`config.mk`:
```
export PLATFORM = sky130hd
export DESIGN_NAME = mic_dc_block_gain_stats_core
export DESIGN_NICKNAME = d
export VERILOG_FILES = /design/src/rtl/mdc_pkg.sv /design/src/rtl/mic_dc_block_gain_stats_core.sv /design/src/rtl/mdc_front.sv /design/src/rtl/mdc_queue.sv /design/src/rtl/mdc_back.sv
export SDC_FILE = /design/constraint.sdc
export NUM_CORES = 2
export LEC_CHECK = 0
export ABC_AREA = 1
export BUFFER_PORTS_ARGS = -buffer_cell sky130_fd_sc_hd__buf_2
export CORE_ASPECT_RATIO = 1.75
export CORE_UTILIZATION = 35
export CTS_CLUSTER_SIZE = 14
export DETAILED_ROUTE_END_ITERATION = 16
export HOLD_SLACK_MARGIN = 0.03
export PLACE_DENSITY = 0.6
export SETUP_SLACK_MARGIN = 0.2
export SYNTH_ARGS = -nofsm -noshare
export SYNTH_HDL_FRONTEND = slang
export SYNTH_HIERARCHICAL = 1
export SYNTH_SLANG_ARGS = --single-unit
```
`constraint.sdc`:
```
create_clock -name clock -period 9.3 [get_ports clock]
set_clock_uncertainty 0.2 [all_clocks]
set_input_delay 1.86 -clock clock [delete_from_list [all_inputs] [get_ports clock]]
set_output_delay 1.86 -clock clock [all_outputs]
set_load 0.05 [all_outputs]
```
`src/rtl/mdc_pkg.sv`:
```
// Shared widths, reset values, register indexes and item/result types
// for the microphone DC-block, gain and statistics core. No dependencies.
package mdc_pkg;

   localparam int COUNT_BITS     = 24;
   localparam int FRACTION_BITS  = 16;
   localparam int STATE_BITS     = 34;
   localparam int SUM_BITS       = 55;
   localparam int COEF_BITS      = 15;
   localparam int GAIN_BITS      = 4;
   localparam int PCM_BITS       = 16;
   localparam int SLOT_BITS      = 32;
   localparam int CAPTURE_BITS   = 24;
   localparam int DATA_BITS      = 32;
   localparam int ADDR_BITS      = 3;
   localparam int REG_INDEX_BITS = 1;
   localparam int QUEUE_DEPTH    = 2;
   localparam int QPTR_BITS      = $clog2(QUEUE_DEPTH);

   localparam int ROOT_BITS      = (SUM_BITS + 1) / 2;
   localparam int RAD_BITS       = 2 * ROOT_BITS;
   localparam int STEP_BITS      = $clog2(SUM_BITS + 1);

   localparam logic [COEF_BITS-1:0] COEF_RESET = COEF_BITS'(32604);
   localparam logic [GAIN_BITS-1:0] GAIN_RESET = GAIN_BITS'(5);
   localparam int                   RMS_MAX    = 32768;

   localparam logic [REG_INDEX_BITS-1:0] REG_COEF = 1'd0;
   localparam logic [REG_INDEX_BITS-1:0] REG_GAIN = 1'd1;

   typedef struct packed {
      logic signed [PCM_BITS-1:0] sample;
      logic                       first;
      logic                       last;
   } item_type;

   typedef struct packed {
      logic [COEF_BITS-1:0] coef;
      logic [GAIN_BITS-1:0] gain;
   } cfg_type;

   typedef struct packed {
      logic signed [PCM_BITS-1:0] pcm_sample;
      logic                       stats_valid;
      logic [PCM_BITS-1:0]        peak_magnitude;
      logic [PCM_BITS-1:0]        rms_level;
      logic [CAPTURE_BITS-1:0]    capture_count;
   } result_type;

endpackage

```
`src/rtl/mic_dc_block_gain_stats_core.sv`:
```
// Microphone DC-block, gain and statistics core: register file, front stage,
// item queue and back sequencer. Depends on mdc_pkg, mdc_front, mdc_queue, mdc_back.
// Sequencing: the back sequencer takes a new item only from idle, then steps through filter,
// gain and statistics (waiting for a free output register on an ordinary item); a last item
// adds a divide (one quotient bit a cycle), a root (one bit a cycle) and an emit step.
// Reset: synchronous; clears filter and statistics state, registers to defaults.
module mic_dc_block_gain_stats_core import mdc_pkg::*; (
   input  logic                       clock,
   input  logic                       reset,
   input  logic                       req_valid,
   output logic                       req_ready,
   input  logic signed [SLOT_BITS-1:0] req_raw_slot,
   input  logic                       req_first_sample,
   input  logic                       req_last_sample,
   output logic                       rsp_valid,
   input  logic                       rsp_ready,
   output logic signed [PCM_BITS-1:0] rsp_pcm_sample,
   output logic                       rsp_stats_valid,
   output logic [PCM_BITS-1:0]        rsp_peak_magnitude,
   output logic [PCM_BITS-1:0]        rsp_rms_level,
   output logic [CAPTURE_BITS-1:0]    rsp_capture_count,
   input  logic                       psel,
   input  logic                       penable,
   input  logic                       pwrite,
   input  logic [ADDR_BITS-1:0]       paddr,
   input  logic [DATA_BITS-1:0]       pwdata,
   output logic [DATA_BITS-1:0]       prdata,
   output logic                       pready
);

   logic [COEF_BITS-1:0]      coef_ff, coef_in;
   logic [GAIN_BITS-1:0]      gain_ff, gain_in;
   logic [REG_INDEX_BITS-1:0] reg_index;
   logic                      csr_write;
   cfg_type                   cfg;
   logic                      fq_valid, fq_ready, qb_valid, qb_ready;
   item_type                  fq_item, qb_item;
   result_type                result;

   assign pready    = 1'b1;
   assign reg_index = paddr[ADDR_BITS-1 -: REG_INDEX_BITS];
   assign csr_write = psel && penable && pwrite && pready;
   assign cfg.coef  = coef_ff;
   assign cfg.gain  = gain_ff;

   always_comb begin
      coef_in = coef_ff;
      gain_in = gain_ff;
      prdata  = '0;
      unique case (reg_index)
         REG_COEF: begin
            prdata = DATA_BITS'(coef_ff);
            if (csr_write) begin
               coef_in = pwdata[COEF_BITS-1:0];
            end
         end
         REG_GAIN: begin
            prdata = DATA_BITS'(gain_ff);
            if (csr_write) begin
               gain_in = pwdata[GAIN_BITS-1:0];
            end
         end
         default: begin
            prdata = '0;
         end
      endcase
   end

   always_ff @(posedge clock) begin
      if (reset) begin
         coef_ff <= COEF_RESET;
         gain_ff <= GAIN_RESET;
      end else begin
         coef_ff <= coef_in;
         gain_ff <= gain_in;
      end
   end

   mdc_front u_front (
      .clock        (clock),
      .reset        (reset),
      .in_valid     (req_valid),
      .in_ready     (req_ready),
      .raw_slot     (req_raw_slot),
      .first_sample (req_first_sample),
      .last_sample  (req_last_sample),
      .out_valid    (fq_valid),
      .out_ready    (fq_ready),
      .out_item     (fq_item)
   );

   mdc_queue u_queue (
      .clock      (clock),
      .reset      (reset),
      .push_valid (fq_valid),
      .push_ready (fq_ready),
      .push_item  (fq_item),
      .pop_valid  (qb_valid),
      .pop_ready  (qb_ready),
      .pop_item   (qb_item)
   );

   mdc_back u_back (
      .clock      (clock),
      .reset      (reset),
      .cfg        (cfg),
      .in_valid   (qb_valid),
      .in_ready   (qb_ready),
      .in_item    (qb_item),
      .out_valid  (rsp_valid),
      .out_ready  (rsp_ready),
      .out_result (result)
   );

   assign rsp_pcm_sample     = result.pcm_sample;
   assign rsp_stats_valid    = result.stats_valid;
   assign rsp_peak_magnitude = result.peak_magnitude;
   assign rsp_rms_level      = result.rms_level;
   assign rsp_capture_count  = result.capture_count;

   a_plain_result_no_stats: assert property (@(posedge clock) disable iff (reset)
      rsp_valid && !rsp_stats_valid |->
      rsp_peak_magnitude == '0 && rsp_rms_level == '0 && rsp_capture_count == '0)
      else $error("statistics fields set on an ordinary transaction");

   a_stats_in_range: assert property (@(posedge clock) disable iff (reset)
      rsp_valid && rsp_stats_valid |->
      rsp_rms_level <= PCM_BITS'(RMS_MAX) && rsp_peak_magnitude <= PCM_BITS'(RMS_MAX) &&
      rsp_capture_count != '0)
      else $error("statistics out of range");

   a_reset_empty: assert property (@(posedge clock) disable iff (reset)
      $past(reset) |-> !rsp_valid && !qb_valid)
      else $error("queue or response not empty after reset");

endmodule

```
`src/rtl/mdc_front.sv`:
```
// Front stage: takes request transactions, extracts the upper slot half as the
// sample and holds the classified item for the queue. Depends on mdc_pkg.
module mdc_front import mdc_pkg::*; (
   input  logic                 clock,
   input  logic                 reset,
   input  logic                 in_valid,
   output logic                 in_ready,
   input  logic [SLOT_BITS-1:0] raw_slot,
   input  logic                 first_sample,
   input  logic                 last_sample,
   output logic                 out_valid,
   input  logic                 out_ready,
   output item_type             out_item
);

   logic     hold_ff, hold_in;
   item_type item_ff, item_in;
   logic     take;

   assign in_ready  = !hold_ff || out_ready;
   assign take      = in_valid && in_ready;
   assign out_valid = hold_ff;
   assign out_item  = item_ff;

   always_comb begin
      item_in = item_ff;
      hold_in = hold_ff;
      if (take) begin
         item_in.sample = $signed(raw_slot[SLOT_BITS-1 -: PCM_BITS]);
         item_in.first  = first_sample;
         item_in.last   = last_sample;
         hold_in        = 1'b1;
      end else if (out_ready) begin
         hold_in = 1'b0;
      end
   end

   always_ff @(posedge clock) begin
      if (reset) begin
         hold_ff <= 1'b0;
      end else begin
         hold_ff <= hold_in;
      end
   end

   always_ff @(posedge clock) begin
      item_ff <= item_in;
   end

endmodule

```
`src/rtl/mdc_queue.sv`:
```
// Short FIFO of classified items between the front stage and the back
// sequencer. Depends on mdc_pkg.
module mdc_queue import mdc_pkg::*; (
   input  logic     clock,
   input  logic     reset,
   input  logic     push_valid,
   output logic     push_ready,
   input  item_type push_item,
   output logic     pop_valid,
   input  logic     pop_ready,
   output item_type pop_item
);

   item_type             entries_ff [QUEUE_DEPTH];
   logic [QPTR_BITS-1:0] wr_ptr_ff, wr_ptr_in;
   logic [QPTR_BITS-1:0] rd_ptr_ff, rd_ptr_in;
   logic [QPTR_BITS:0]   count_ff, count_in;
   logic                 push, pop;

   assign push_ready = (count_ff != (QPTR_BITS+1)'(QUEUE_DEPTH));
   assign pop_valid  = (count_ff != '0);
   assign pop_item   = entries_ff[rd_ptr_ff];
   assign push       = push_valid && push_ready;
   assign pop        = pop_valid && pop_ready;

   always_comb begin
      wr_ptr_in = push ? wr_ptr_ff + 1'b1 : wr_ptr_ff;
      rd_ptr_in = pop  ? rd_ptr_ff + 1'b1 : rd_ptr_ff;
      count_in  = count_ff;
      if (push && !pop) begin
         count_in = count_ff + 1'b1;
      end else if (pop && !push) begin
         count_in = count_ff - 1'b1;
      end
   end

   always_ff @(posedge clock) begin
      if (reset) begin
         wr_ptr_ff <= '0;
         rd_ptr_ff <= '0;
         count_ff  <= '0;
      end else begin
         wr_ptr_ff <= wr_ptr_in;
         rd_ptr_ff <= rd_ptr_in;
         count_ff  <= count_in;
      end
   end

   always_ff @(posedge clock) begin
      if (push) begin
         entries_ff[wr_ptr_ff] <= push_item;
      end
   end

endmodule

```
`src/rtl/mdc_back.sv`:
```
// Back sequencer: filter, gain, statistics, then restoring divide and
// digit-by-digit square root on a last item; owns the result register.
// Depends on mdc_pkg.
module mdc_back import mdc_pkg::*; (
   input  logic       clock,
   input  logic       reset,
   input  cfg_type    cfg,
   input  logic       in_valid,
   output logic       in_ready,
   input  item_type   in_item,
   output logic       out_valid,
   input  logic       out_ready,
   output result_type out_result
);

   localparam int PROD_BITS  = STATE_BITS + COEF_BITS + 1;
   localparam int DIFF_BITS  = PCM_BITS + 1 + FRACTION_BITS;
   localparam int SPROD_BITS = PROD_BITS - COEF_BITS;
   localparam int FILT_BITS  = ((DIFF_BITS > SPROD_BITS) ? DIFF_BITS : SPROD_BITS) + 1;
   localparam int GPROD_BITS = STATE_BITS + GAIN_BITS + 1;
   localparam int SREM_BITS  = ROOT_BITS + 1;
   localparam logic [STEP_BITS-1:0] DIV_LAST  = STEP_BITS'(SUM_BITS - 1);
   localparam logic [STEP_BITS-1:0] SQRT_LAST = STEP_BITS'(ROOT_BITS - 1);
   localparam logic [ROOT_BITS-1:0] RMS_LIMIT = ROOT_BITS'(RMS_MAX);

   localparam logic [2:0] ST_IDLE = 3'd0;
   localparam logic [2:0] ST_FILT = 3'd1;
   localparam logic [2:0] ST_GAIN = 3'd2;
   localparam logic [2:0] ST_STAT = 3'd3;
   localparam logic [2:0] ST_DIV  = 3'd4;
   localparam logic [2:0] ST_SQRT = 3'd5;
   localparam logic [2:0] ST_EMIT = 3'd6;

   logic [2:0]                   state_ff, state_in;
   logic                         out_valid_ff, out_valid_in;
   result_type                   out_ff, out_in;
   logic signed [PCM_BITS-1:0]   x_ff, x_in;
   logic                         last_ff, last_in;
   logic signed [PROD_BITS-1:0]  prod_ff, prod_in;
   logic signed [STATE_BITS-1:0] y_ff, y_in;
   logic signed [PCM_BITS-1:0]   pcm_ff, pcm_in;
   logic signed [PCM_BITS-1:0]   prev_in_ff, prev_in_in;
   logic signed [STATE_BITS-1:0] prev_out_ff, prev_out_in;
   logic [PCM_BITS-1:0]          peak_ff, peak_in;
   logic [SUM_BITS-1:0]          sum_ff, sum_in;
   logic [COUNT_BITS-1:0]        count_ff, count_in;
   logic [STEP_BITS-1:0]         step_ff, step_in;
   logic [COUNT_BITS-1:0]        rem_ff, rem_in;
   logic [SUM_BITS-1:0]          quot_ff, quot_in;
   logic [RAD_BITS-1:0]          rad_ff, rad_in;
   logic [ROOT_BITS-1:0]         root_ff, root_in;
   logic [SREM_BITS-1:0]         srem_ff, srem_in;

   logic                          out_free;
   logic signed [PCM_BITS:0]      diff;
   logic signed [PROD_BITS-1:0]   prod_shift;
   logic signed [FILT_BITS-1:0]   filt;
   logic signed [GPROD_BITS-1:0]  gprod, gadj, gshift;
   logic [PCM_BITS-1:0]           mag;
   logic [2*PCM_BITS-1:0]         square;
   logic [SUM_BITS:0]             sum_ext;
   logic [COUNT_BITS:0]           dtrial;
   logic                          qbit;
   logic [SREM_BITS+1:0]          scand, strial;

   assign in_ready   = (state_ff == ST_IDLE);
   assign out_valid  = out_valid_ff;
   assign out_result = out_ff;
   assign out_free   = !out_valid_ff || out_ready;

   always_comb begin
      diff       = $signed({x_ff[PCM_BITS-1], x_ff})
                 - $signed({prev_in_ff[PCM_BITS-1], prev_in_ff});
      prod_shift = prod_ff >>> COEF_BITS;
      filt       = (FILT_BITS'(diff) <<< FRACTION_BITS) + FILT_BITS'(prod_shift);

      gprod  = GPROD_BITS'(y_ff) * GPROD_BITS'($signed({1'b0, cfg.gain}));
      gadj   = gprod + (gprod[GPROD_BITS-1] ?
               {{(GPROD_BITS-FRACTION_BITS){1'b0}}, {FRACTION_BITS{1'b1}}} :
               {GPROD_BITS{1'b0}});
      gshift = gadj >>> FRACTION_BITS;

      mag     = pcm_ff[PCM_BITS-1] ? $unsigned(~pcm_ff) + 1'b1 : $unsigned(pcm_ff);
      square  = (2*PCM_BITS)'(mag) * (2*PCM_BITS)'(mag);
      sum_ext = {1'b0, sum_ff} + (SUM_BITS+1)'(square);

      dtrial = {rem_ff, quot_ff[SUM_BITS-1]};
      qbit   = (dtrial >= {1'b0, count_ff});

      scand  = {srem_ff, rad_ff[RAD_BITS-1 -: 2]};
      strial = {1'b0, root_ff, 2'b01};
   end

   always_comb begin
      state_in     = state_ff;
      out_valid_in = out_valid_ff;
      out_in       = out_ff;
      x_in         = x_ff;
      last_in      = last_ff;
      prod_in      = prod_ff;
      y_in         = y_ff;
      pcm_in       = pcm_ff;
      prev_in_in   = prev_in_ff;
      prev_out_in  = prev_out_ff;
      peak_in      = peak_ff;
      sum_in       = sum_ff;
      count_in     = count_ff;
      step_in      = step_ff;
      rem_in       = rem_ff;
      quot_in      = quot_ff;
      rad_in       = rad_ff;
      root_in      = root_ff;
      srem_in      = srem_ff;

      if (out_ready) begin
         out_valid_in = 1'b0;
      end

      unique case (state_ff)
         ST_IDLE: begin
            if (in_valid) begin
               x_in    = in_item.sample;
               last_in = in_item.last;
               if (in_item.first) begin
                  prev_in_in  = '0;
                  prev_out_in = '0;
                  peak_in     = '0;
                  sum_in      = '0;
                  count_in    = '0;
                  prod_in     = '0;
               end else begin
                  prod_in = PROD_BITS'($signed({1'b0, cfg.coef})) * PROD_BITS'(prev_out_ff);
               end
               state_in = ST_FILT;
            end
         end
         ST_FILT: begin
            if (filt[FILT_BITS-1:STATE_BITS-1] == '0 ||
                filt[FILT_BITS-1:STATE_BITS-1] == '1) begin
               y_in = filt[STATE_BITS-1:0];
            end else if (filt[FILT_BITS-1]) begin
               y_in = {1'b1, {(STATE_BITS-1){1'b0}}};
            end else begin
               y_in = {1'b0, {(STATE_BITS-1){1'b1}}};
            end
            prev_in_in  = x_ff;
            prev_out_in = y_in;
            state_in    = ST_GAIN;
         end
         ST_GAIN: begin
            if (gshift[GPROD_BITS-1:PCM_BITS-1] == '0 ||
                gshift[GPROD_BITS-1:PCM_BITS-1] == '1) begin
               pcm_in = gshift[PCM_BITS-1:0];
            end else if (gshift[GPROD_BITS-1]) begin
               pcm_in = {1'b1, {(PCM_BITS-1){1'b0}}};
            end else begin
               pcm_in = {1'b0, {(PCM_BITS-1){1'b1}}};
            end
            state_in = ST_STAT;
         end
         ST_STAT: begin
            if (last_ff || out_free) begin
               if (mag > peak_ff) begin
                  peak_in = mag;
               end
               sum_in = sum_ext[SUM_BITS] ? '1 : sum_ext[SUM_BITS-1:0];
               if (count_ff != '1) begin
                  count_in = count_ff + 1'b1;
               end
               if (last_ff) begin
                  rem_in   = '0;
                  quot_in  = sum_in;
                  step_in  = DIV_LAST;
                  state_in = ST_DIV;
               end else begin
                  out_valid_in          = 1'b1;
                  out_in.pcm_sample     = pcm_ff;
                  out_in.stats_valid    = 1'b0;
                  out_in.peak_magnitude = '0;
                  out_in.rms_level      = '0;
                  out_in.capture_count  = '0;
                  state_in              = ST_IDLE;
               end
            end
         end
         ST_DIV: begin
            rem_in  = qbit ? COUNT_BITS'(dtrial - {1'b0, count_ff}) : dtrial[COUNT_BITS-1:0];
            quot_in = {quot_ff[SUM_BITS-2:0], qbit};
            step_in = step_ff - 1'b1;
            if (step_ff == '0) begin
               rad_in   = (count_ff == '0) ? '0 : RAD_BITS'(quot_in);
               root_in  = '0;
               srem_in  = '0;
               step_in  = SQRT_LAST;
               state_in = ST_SQRT;
            end
         end
         ST_SQRT: begin
            if (scand >= strial) begin
               srem_in = SREM_BITS'(scand - strial);
               root_in = {root_ff[ROOT_BITS-2:0], 1'b1};
            end else begin
               srem_in = scand[SREM_BITS-1:0];
               root_in = {root_ff[ROOT_BITS-2:0], 1'b0};
            end
            rad_in  = {rad_ff[RAD_BITS-3:0], 2'b00};
            step_in = step_ff - 1'b1;
            if (step_ff == '0) begin
               state_in = ST_EMIT;
            end
         end
         ST_EMIT: begin
            if (out_free) begin
               out_valid_in          = 1'b1;
               out_in.pcm_sample     = pcm_ff;
               out_in.stats_valid    = 1'b1;
               out_in.peak_magnitude = peak_ff;
               out_in.rms_level      = (root_ff > RMS_LIMIT) ? PCM_BITS'(RMS_LIMIT) :
                                                               root_ff[PCM_BITS-1:0];
               out_in.capture_count  = CAPTURE_BITS'(count_ff);
               state_in              = ST_IDLE;
            end
         end
         default: begin
            state_in = ST_IDLE;
         end
      endcase
   end

   always_ff @(posedge clock) begin
      if (reset) begin
         state_ff     <= ST_IDLE;
         out_valid_ff <= 1'b0;
         prev_in_ff   <= '0;
         prev_out_ff  <= '0;
         peak_ff      <= '0;
         sum_ff       <= '0;
         count_ff     <= '0;
      end else begin
         state_ff     <= state_in;
         out_valid_ff <= out_valid_in;
         prev_in_ff   <= prev_in_in;
         prev_out_ff  <= prev_out_in;
         peak_ff      <= peak_in;
         sum_ff       <= sum_in;
         count_ff     <= count_in;
      end
   end

   always_ff @(posedge clock) begin
      out_ff  <= out_in;
      x_ff    <= x_in;
      last_ff <= last_in;
      prod_ff <= prod_in;
      y_ff    <= y_in;
      pcm_ff  <= pcm_in;
      step_ff <= step_in;
      rem_ff  <= rem_in;
      quot_ff <= quot_in;
      rad_ff  <= rad_in;
      root_ff <= root_in;
      srem_ff <= srem_in;
   end

endmodule
```
==> impl_results.md <==
* Most frequent cells in the layout: 1839 x nand2_1, 1796 x inv_1, 746 x fa_1
* Min cycle time layout at 8.60 ns
* Min-Delay Path Class: flip-flop to flip-flop
* Run status: finished clean
* DRC Markers at 0
* Simple-gate area share of the yosys netlist at 17.9%
* Final hold violations at 0
* Mapped cell area at 62500 um^2
* Yosys top cell by area: fa_1
* CTS tree: built
* Initial antenna violation count at 6
* GPL Wtd Cong at 0.954
* Syn Area/Cell at 8.04 um^2
* Adder-Cell Fraction of Synth Area at 32.2%
* Placeable core area at 177000 um^2
* Post-Route WL at 175000 um
* Synth Register Bits at 601
* CP Class: flip-flop to flip-flop
* Initial core utilization at 35.3%
* CP startpoint kind: flip-flop
* Most used cell, CP: inv_1
* Row cnt at 204
* Area share of the largest cell type after synthesis at 23.9%
* Clk_lat worst skew at 0.68 ns
* Vias in the first global route at 52600
* Hold-fix buffers, CTS at 0
* Yosys warnings at 6
* Vias per cell at 4.86
* Crit path DAT at 8.86 ns
* Drt wl/cell at 17.0 um
* Slew HR at 20.8%
* Synth area leaders: fa_1 24%, edfxtp_1 21%, nand2_1 11%, inv_1 11%, ha_1 8.3%
* Fmax achieved at 116 MHz
* Final Setup Violations at 0
* Die Y at 561 um
* Post-synthesis mux area share at 0.384%
* XOR/XNOR share of the synthesized area at 2.18%
* DPL Wire Length at 141000 um
* Final Slew Violations at 0
* Clk root buf: clkbuf_16
* Crit end category: flip-flop
* PortBufs at 130
* Tcrit/Tclk final at 92.4%
* # IOs at 184
* Final TNS setup at 0 ns
* Final ANT Viol Nets at 0
* Total CTS buffers at 66
* CTS Sinks at 601
* Worst slew pin tran at 1.18 ns
* Synth Area in Compound Gates at 8.38%
* Most common cell after layout, fill and taps aside: nand2_1
* Fraction of layout cells with a size suffix above 1 at 6.37%
* H-tree depth at 3
* CP peak stage delay at 0.62 ns
* Register area share after synthesis at 26.1%
* FFs w/ async S/R, synth at 0%
* Pre-antenna DRT Iters at 6
* Crit path required time at 9.56 ns
* Die width at 321 um
* Synthesized instance count at 7775
* Clk slew on worst S/H paths at 0.06 ns
* Grt total ovfl at 0
* Ys flop type: edfxtp_1
* EDFF count, synth at 427
* Max-cap violations at 0
* Final #Nets at 9062
* RSZ-0062 raised after global routing: no
* Unique cell type count in the Yosys netlist at 66
* Total track usage at 19.6%
* Starting DRT DRC Count at 2630
* Largest net degree at the start of global routing at 104
* Worst-case clock buffer depth at 3
* CP Max Fanout at 14
* Slowest library cell on the worst path: fa_1
* Largest family of logic cells by synthesized area: adder cells
* First-pass GRT wire length at 278000 um
* Area grow syn2layout at 9.09%
* Die ar. at 180000 um^2
* Via count at 49800
* Fill cells at 18100
Yosys cell counts, types with 14 or more instances:
cell type     n
a21oi_1     492
a31oi_1      32
buf_1        15
buf_4        20
clkbuf_1    238
dfxtp_1     174
edfxtp_1    427
fa_1        746
ha_1        413
inv_1      1801
nand2_1    1841
nand2_2      22
nand3_1     169
nand4_1      53
nor2_1      514
nor2_2       14
nor3_1       57
nor4_1       14
o21a_1       14
o21ai_0     348
or2_2        29
xnor2_1      78
xor2_1       74
area by class of cell:
class / instances / area (um^2) / area share, %
Antenna cell: 5 / 12.5 / 0.0183
Sequential cell: 601 / 16300 / 23.9
Timing Repair Buffer: 249 / 1560 / 2.29
Multi-Input combinational cell: 5093 / 38300 / 56.2
Tap cell: 2369 / 2960 / 4.35
Inverter: 1816 / 6820 / 10.0
Clock inverter: 31 / 310 / 0.455
Clock buffer: 91 / 1870 / 2.74
worst max-delay path, delay by kind of cell (launching register included):
kind	cells	cell delay (ns)
compound gates	5	0.82
fa+ha+maj	8	3.82
flops	1	0.45
buf+inv	10	1.03
simple gates	14	2.05
what timing repair did:
| action | 4_1_cts | 5_1_grt |
|---|---|---|
| hold endpoints to repair | 0 | 0 |
| gates resized for setup | 0 | 17 |
| buffers inserted | 0 | 2 |
| endpoints found under the setup margin | 0 | 85 |
registers in the layout (all words and copies together), names as in the netlist, 18 cells and up, named ones only:
signal              flops
u_back/count_ff        24
u_back/out_result      73
u_back/prev_out_ff     34
u_back/prod_ff         35
u_back/quot_ff         55
u_back/rad_ff          56
u_back/rem_ff          24
u_back/root_ff         28
u_back/srem_ff         29
u_back/sum_ff          55
u_back/y_ff            34
u_front/out_item       18
u_queue/entries_ff     36
metal layers:
layer / vias to the layer above / routed length (um) / GRT usage (%)
met4: 0 / 10100 / 10.4
met2: 1176 / 97500 / 38.9
li1: 23900 / - / -
met3: 437 / 5640 / 1.69
met1: 24300 / 61600 / 19.7
met5: - / 0 / 0
through the flow:
step | utilization (%) | instance area (um^2) | hold WS, ns | std cells | worst slack [ns]
final | 38.6 | 68200 | 0.243 | 10300 | 0.704
after global routing | 38.5 | 68200 | 0.259 | 10300 | 0.162
after CTS | 38.5 | 68100 | 0.241 | 10200 | 0.322
after detailed placement | 37.3 | 65900 | 0.231 | 10100 | 0.366
after global placement | 37.3 | 65900 | 0.225 | 10100 | 0.350
after floorplan | - | 62600 | 0.221 | 7800 | 0.764
cells by family after synthesis:
group           count (synthesis)
mux                            18
buf+inv                      2106
compound gates                979
xor+xnor                      154
other cells                     4
fa+ha+maj                    1159
flops                         601
simple gates                 2754
final timing paths:
kind / depth (start not counted) / endpoint / slack [ns] / startpoint
max: 37 / u_back/quot_ff[45]$_DFFE_PP_ / 0.70 / u_back/pcm_ff[1]$_DFFE_PP_
min: 0 / u_queue/entries_ff[0][15]$_DFFE_PP_ / 0.24 / u_front/out_item[15]$_DFFE_PP_
max reg2reg: 37 / u_back/quot_ff[45]$_DFFE_PP_ / 0.70 / u_back/pcm_ff[1]$_DFFE_PP_
min reg2reg: 0 / u_queue/entries_ff[0][15]$_DFFE_PP_ / 0.24 / u_front/out_item[15]$_DFFE_PP_
Power is not shown: default switching activity piles up to over one toggle a cycle in this logic, so the estimate is an artifact.
